<file path="src/design/srbc_pkg.sv">
// Package for the sorted range bin counter: sizes, request kinds and the
// command / status structs between controller and datapath.
// No dependencies.
package srbc_pkg;

   // Table geometry
   localparam int MAX_RANGES  = 64;
   localparam int IDX_W       = 6;   // bits to address one range entry
   localparam int PTR_W       = 7;   // pointer also holds MAX_RANGES itself
   localparam int VAL_W       = 32;
   localparam int CNT_W       = 32;

   // Stream widths
   localparam int REQ_DATA_W  = 104; // 102 bits of fields padded to bytes
   localparam int REQ_USER_W  = 2;
   localparam int RSP_DATA_W  = 72;

   // Configuration port
   localparam int CSR_IDX_W   = 1;
   localparam int CSR_DATA_W  = 7;
   localparam logic [CSR_IDX_W-1:0] CSR_SORT_ORDER    = 1'd0;
   localparam logic [CSR_IDX_W-1:0] CSR_RANGES_IN_USE = 1'd1;

   // Request kinds carried on req_tuser
   typedef enum logic [1:0] {
      KIND_LOAD  = 2'd0,
      KIND_VALUE = 2'd1,
      KIND_READ  = 2'd2,
      KIND_START = 2'd3
   } kind_type;

   // Controller to datapath
   typedef struct packed {
      logic accept;    // take the request on the input now
      logic advance;   // step the pointer to the next range, fetch it
      logic match;     // current range holds the value: bump its count
      logic push;      // load the response register
   } srbc_cmd_type;

   // Datapath to controller
   typedef struct packed {
      kind_type req_kind;  // kind of the request waiting on the input
      logic     ptr_lt_n;  // pointer still inside the active table
      logic     next_lt_n; // pointer + 1 still inside the active table
      logic     skip;      // value lies before the current range
      logic     in_range;  // value lies inside the current range
      logic     rsp_free;  // response register can take a new result
   } srbc_sts_type;

endpackage

</file>
<file path="src/design/srbc_ctrl.sv">
// Controller of the sorted range bin counter: one-hot state machine that
// sequences accept, range merge steps and the response.
// Depends on srbc_pkg.
module srbc_ctrl (
   input  logic                  clock,
   input  logic                  reset,
   input  logic                  req_tvalid,
   output logic                  req_tready,
   input  srbc_pkg::srbc_sts_type sts,
   output srbc_pkg::srbc_cmd_type cmd
);
   import srbc_pkg::*;

   typedef enum logic [2:0] {
      ST_IDLE = 3'b001,
      ST_EVAL = 3'b010,
      ST_FIN  = 3'b100
   } state_type;

   state_type state_ff, state_in;

   assign req_tready = (state_ff == ST_IDLE);

   // Next state and commands
   always_comb begin
      state_in    = state_ff;
      cmd         = '0;
      case (state_ff)
         ST_IDLE: begin
            if (req_tvalid) begin
               cmd.accept = 1'b1;
               if (sts.req_kind == KIND_VALUE && sts.ptr_lt_n) begin
                  state_in = ST_EVAL;
               end else begin
                  state_in = ST_FIN;
               end
            end
         end
         ST_EVAL: begin
            if (sts.skip) begin
               state_in = ST_FIN;
            end else if (sts.in_range) begin
               cmd.match = 1'b1;
               state_in  = ST_FIN;
            end else begin
               cmd.advance = 1'b1;
               state_in    = sts.next_lt_n ? ST_EVAL : ST_FIN;
            end
         end
         ST_FIN: begin
            if (sts.rsp_free) begin
               cmd.push = 1'b1;
               state_in = ST_IDLE;
            end
         end
         default: begin
            state_in = ST_IDLE;
         end
      endcase
   end

   always_ff @(posedge clock) begin
      if (reset) begin
         state_ff <= ST_IDLE;
      end else begin
         state_ff <= state_in;
      end
   end

endmodule

</file>
<file path="config.mk">
export PLATFORM = sky130hd
export DESIGN_NAME = srbc_ctrl
export DESIGN_NICKNAME = d
export VERILOG_FILES = /design/src/design/srbc_pkg.sv /design/src/design/srbc_ctrl.sv
export SDC_FILE = /design/constraint.sdc
export NUM_CORES = 1
export LEC_CHECK = 0
export BUFFER_PORTS_ARGS = -buffer_cell sky130_fd_sc_hd__buf_2
export CORE_AREA = 2 2 39 41
export CTS_CLUSTER_DIAMETER = 40
export DETAILED_ROUTE_END_ITERATION = 10
export DIE_AREA = 0 0 41 43
export SLEW_MARGIN = 30
export SYNTH_ARGS = -nofsm -noshare
export SYNTH_HDL_FRONTEND = slang
export SYNTH_SLANG_ARGS = --single-unit
</file>
<file path="constraint.sdc">
create_clock -name clock -period 2.1 [get_ports clock]
set_input_delay 0.315 -clock clock [delete_from_list [all_inputs] [get_ports clock]]
set_output_delay 0.315 -clock clock [all_outputs]
set_load 0.02 [all_outputs]
</file>
==> results.toml, run 1 <==
[global_route]
grt_pass1_wl_um = 869
antenna_found_initial = 0
grt_pass1_vias = 241
grt_use_total = 0.0802
grt-ovfl-total = 0
grt_max_degree = 7

[cells_and_area]
areaGrowthSynthToFinish_pct = 55.7
final_area_um2 = 325
top_regs = "state_ff x3"
multi_input_area_um2 = 145
drive_gt1_frac = 0.500
regArea_um2 = 60.1
nets = 51
antennaDiodeCount = 0
stdcell_count = 56
largest_reg_flops = 3
filler_cell_count = 158
regMostFlops = "state_ff"

[synth]
synth_fa_ha_area_frac = 0
syn_inst = 22
synth_compound_area_frac = 0.198
synth_mux_area_frac = 0
synth-simple-area-share = 0.497
syn_nets = 32
synth.avg_cell_area_um2 = 9.50
ys_types = 16
yosysWarnings = 0
syn_area_um2 = 209
ys_seq_area_frac = 0.287
synth_top_family_by_area = "simple AND/OR/NAND/NOR gates"
ys_ff_latch = 3
synth_xor_xnor_area_share = 0

[hold_path]
hp-start = "reset"
holdPathStages = 2
holdPathEnd = "state_ff[2]$_SDFFE_PP0P_"
hold_path_class = "primary input to register"

[clock_network]
cts_resized = 0
cts_made_buffers = 3
path_clk_slew_ns = 0.04
cts_sinks = 3
clockBufferDepth = 2
clock-root-buffer = "clkbuf_4"
postCtsSetupBuffers = 0
cts_tree = "built"
cts.htree.levels = 1
cts_hold_buf = 0
clock_latency_ns = 0.23

[die]
core_mm2 = 0.00138
chipWidth_um = 41
dieArea_mm2 = 0.00176
die_h_um = 43
pin_count = 15
floorplan.initialDensity = 0.151
row_count = 14

[run]
maxCapViolations = 0

[power]
intPower_uw = 155
p_sw_frac = 0.279
clkPwrFrac = 0.477
leakage_uw = 0.000141
ir_drop_mv = 0.141
power_density_mw_per_mm2 = 661
switchingPower_uw = 60.1
total_power_uw = 215
pwr-share-seq = 0.312
power.share.combinational = 0.211

[setup_path]
r2r_slack_ns = 0.84
end_kind = "output port"
startpoint = "state_ff[1]$_SDFFE_PP0P_"
crit_type = "register to output port"
cp_data_arrival_time_ns = 1.42
cp.required_ns = 1.78
start_kind = "register"
cp_max_fo = 6
worstReg2RegEnd = "state_ff[2]$_SDFFE_PP0P_"
rr_worst_depth = 3
worstReg2RegStart = "state_ff[1]$_SDFFE_PP0P_"

[routing]
firstDrtPassIters = 2
drtIter0Drc = 1
remaining_drc_errors = 0
vias_per_cell = 3.93
ant_nets = 0
wire_per_inst_um = 8.88
wirelength_um = 497
vias = 220

[timing]
worst_slack_ns = 0.361
finalSetupViolCount = 0
tightest_slew_ns = 0.348
rsz0062_at_grt = "false"
fin_skew_ns = 0.00272
max_slew_margin = 0.765
max_freq_mhz = 575
hold_viol = 0
period_minus_slack_ns = 1.74
fin_tns_setup_ns = 0
final.period_utilization = 0.828
slew_viol_final = 0

[place]
place_ws_ns = 0.613
placed_cell_area_um2 = 299
gp_congestion = 0.642
placement.io_buffers = 14
dpl.cell_count = 52

[status]
status = "complete, no violations"
==> power groups by stage <==
stage                     Combinational (µW)  Sequential [µW]  Clock (µW)
after detailed placement                45.8             68.1           0
after CTS                               45.8             67.2         108
after global routing                    50.2             68.1         110
after floorplan                         28.2             66.6           0
after global placement                  45.3             67.9           0
final                                   45.4             67.1         103
==> worst max-delay path by stage <==
stage / to / slack [ns]
floorplan: cmd[1] / 0.49
global placement: cmd[1] / 0.65
detailed placement: cmd[1] / 0.61
CTS: cmd[1] / 0.34
global route: cmd[1] / 0.29
finish: cmd[1] / 0.36
==> critical path, cell delays in order, from the launching register on <==
cell and delay (ns):
dfxtp_1 0.40, or3b_1 0.40, nor3b_1 0.20, buf_2 0.19
==> layer usage <==
metal,global-route usage,share of wire,vias to the layer above
li1,-,-,120
met2,0.113,0.55,5
met3,0.0314,0.058,0
met5,0,0,-
met1,0.0737,0.39,95
met4,0.100,0,0
==> Yosys cell counts <==
| master | number | area (µm²) |
|---|---|---|
| a221oi_2 | 1 | 15.0 |
| nor3b_1 | 1 | 7.51 |
| and4bb_2 | 1 | 12.5 |
| a21oi_1 | 2 | 10.0 |
| and2_1 | 1 | 6.26 |
| o22a_1 | 1 | 8.76 |
| o21bai_1 | 1 | 7.51 |
| or3b_1 | 2 | 17.5 |
| or2b_1 | 1 | 7.51 |
| nor4b_1 | 1 | 8.76 |
| dfxtp_1 | 3 | 60.1 |
| nor3b_2 | 1 | 12.5 |
| nor3_1 | 2 | 10.0 |
| inv_1 | 1 | 3.75 |
| nand2b_1 | 1 | 6.26 |
| nand3b_1 | 2 | 15.0 |
==> per-stage QoR <==
step           utilization  hold slack (ns)
2_1_floorplan            -            0.381
3_3_place_gp         0.216            0.520
3_5_place_dp         0.216            0.516
4_1_cts              0.235            0.263
5_1_grt              0.235            0.281
6_report             0.235            0.274
==> cell families (layout without fill, tap and decap cells) <==
family | Yosys count | after routing
and+or+nand+nor | 13 | 13
AOI/OAI and AO/OA | 5 | 5
DFF | 3 | 3
buffers and inverters | 1 | 19
==> final cells by class <==
cell class,count,share of cell area
flip-flops and latches,3,0.185
inverters,1,0.0115
clock buffers,4,0.0808
well taps,16,0.0615
repair buffers,14,0.215
multi-input cells,18,0.446
==> cell usage in the layout (no fill, tap or decap) <==
| cell type | n |
|---|---|
| nor3_1 | 2 |
| a21oi_1 | 2 |
| nor4b_1 | 1 |
| dfxtp_1 | 3 |
| o21bai_1 | 1 |
| or3b_1 | 2 |
| nand2b_1 | 1 |
| clkbuf_1 | 1 |
| buf_2 | 14 |
| nand3b_1 | 2 |
| o22a_1 | 1 |
| and4bb_2 | 1 |
| inv_1 | 1 |
| a221oi_2 | 1 |
| clkbuf_4 | 3 |
| nor3b_2 | 1 |
| and2_1 | 1 |
| or2b_1 | 1 |
| nor3b_1 | 1 |
Power figures use the tool's default switching activity.
==> run 2, diff against run 1 <==
clock period = 1.7 ns   (was 2.1 ns; I/O delays follow)
==> run 2 against run 1 <==
Final cell count unchanged. Register-to-register slack got worse by 0.35 ns. Clock power increased by 24%. Combinational power increased by 23%. Highest routed layer unchanged. Power increased by 24%. Non-clock buffer count unchanged. Flip-flop and latch count unchanged. Clock skew increased by 0.0015 ns. Die area unchanged. Utilization increased by 0.27 points. Worst hold slack got worse by 0.060 ns.
==> results.toml, run 2 (same netlist as run 1, synthesis figures left out) <==
[timing]
max_slew_margin = 0.741
max_freq_mhz = 608
hold_viol = 0
slew_viol_final = 0
tightest_slew_ns = 0.383
fin_tns_setup_ns = 0
worst_slack_ns = 0.0561
finalSetupViolCount = 0
fin_skew_ns = 0.00422
period_minus_slack_ns = 1.64
rsz0062_at_grt = "false"
final.period_utilization = 0.967
holdWs_ns = 0.214

[die]
dieArea_mm2 = 0.00176
die_h_um = 43
row_count = 14
pin_count = 15
core_mm2 = 0.00138
floorplan.initialDensity = 0.151
chipWidth_um = 41

[routing]
drtIter0Drc = 2
remaining_drc_errors = 0
vias = 235
wire_per_inst_um = 9.11
vias_per_cell = 4.20
ant_nets = 0
wirelength_um = 510
firstDrtPassIters = 3

[place]
hpwl_um = 423
placement.io_buffers = 14
place_ws_ns = 0.274
gp_congestion = 0.642

[clock_network]
cts.htree.levels = 1
cts_made_buffers = 3
clock-root-buffer = "clkbuf_4"
clockBufferDepth = 2
path_clk_slew_ns = 0.04
clock_latency_ns = 0.24
postCtsSetupBuffers = 0
cts_sinks = 3
cts_tree = "built"

[global_route]
grt.busiest_layer = "met2"
grt_use_total = 0.0782
antenna_found_initial = 0
grt_pass1_wl_um = 869
grt_util_met2 = 0.122
gr-usage-met1 = 0.0673
grtUsageMet3 = 0.0314
grt-ovfl-total = 0
grt_pass1_vias = 256
grt_max_degree = 7

[power]
leakage_uw = 0.000144
total_power_uw = 267
power_density_mw_per_mm2 = 811
ir_drop_mv = 0.193

[setup_path]
startpoint = "state_ff[2]$_SDFFE_PP0P_"
crit_type = "register to output port"
worstReg2RegStart = "state_ff[2]$_SDFFE_PP0P_"
cp.required_ns = 1.44
r2r_slack_ns = 0.49
cp-endpoint = "cmd[1]"
end_kind = "output port"
start_kind = "register"
cp_max_fo = 6
rr_worst_depth = 3
cp_data_arrival_time_ns = 1.39
worstReg2RegEnd = "state_ff[2]$_SDFFE_PP0P_"

[status]
status = "complete, no violations"

[cells_and_area]
nets = 51
final_util = 0.238
antennaDiodeCount = 0
mostFrequentLayoutCell = "buf_2"
drive_gt1_frac = 0.550
mostFrequentLayoutCells = "buf_2 (14), clkbuf_4 (3)"
largest_reg_flops = 3
regMostFlops = "state_ff"
areaGrowthSynthToFinish_pct = 57.5
top_regs = "state_ff x3"

[run]
maxCapViolations = 0

[hold_path]
hold_path_class = "primary input to register"
==> run 2: worst max-delay path, cell delays in order (launching register included) <==
cell and delay (ns):
dfxtp_1 0.35, or3b_4 0.41, nor3b_1 0.20, buf_2 0.19
==> run 2: worst min-delay path by stage <==
stage / start / end / slack (ns) / depth (start not counted)
2_1_floorplan: reset / state_ff[2]$_SDFFE_PP0P_ / 0.32 / 1
3_3_place_gp: reset / state_ff[2]$_SDFFE_PP0P_ / 0.47 / 2
3_5_place_dp: reset / state_ff[2]$_SDFFE_PP0P_ / 0.46 / 2
4_1_cts: reset / state_ff[2]$_SDFFE_PP0P_ / 0.20 / 2
5_1_grt: reset / state_ff[2]$_SDFFE_PP0P_ / 0.21 / 2
6_report: reset / state_ff[2]$_SDFFE_PP0P_ / 0.21 / 2
==> run 2: repair_timing <==
action	4_1_cts	5_1_grt
gates resized for setup	1	1
setup endpoints to repair	1	1
hold buffers	0	0
==> run 2: power breakdown <==
| part | switching (µW) | internal (µW) |
|---|---|---|
| logic | 28.4 | 27.5 |
| clock network | 39.5 | 88.1 |
| registers | 7.25 | 76.1 |
==> run 2: area by class of cell <==
type | instances | area [µm²]
sequential | 3 | 61.3
tap | 16 | 20.0
timing repair buffer | 14 | 70.1
fill | 157 | 1050
inverter | 1 | 3.75
multi-input combinational | 18 | 148
clock buffer | 4 | 26.3
==> run 2: routing by layer <==
layer | part of all wire | vias up
met4 | 0 | 0
met1 | 0.39 | 109
met2 | 0.55 | 5
met5 | 0 | -
li1 | - | 121
met3 | 0.059 | 0
==> run 2: through the flow <==
stage / cells / area (µm²)
2_1_floorplan: 22 / 209
3_3_place_gp: 52 / 299
3_5_place_dp: 52 / 299
4_1_cts: 56 / 327
5_1_grt: 56 / 329
6_report: 56 / 329
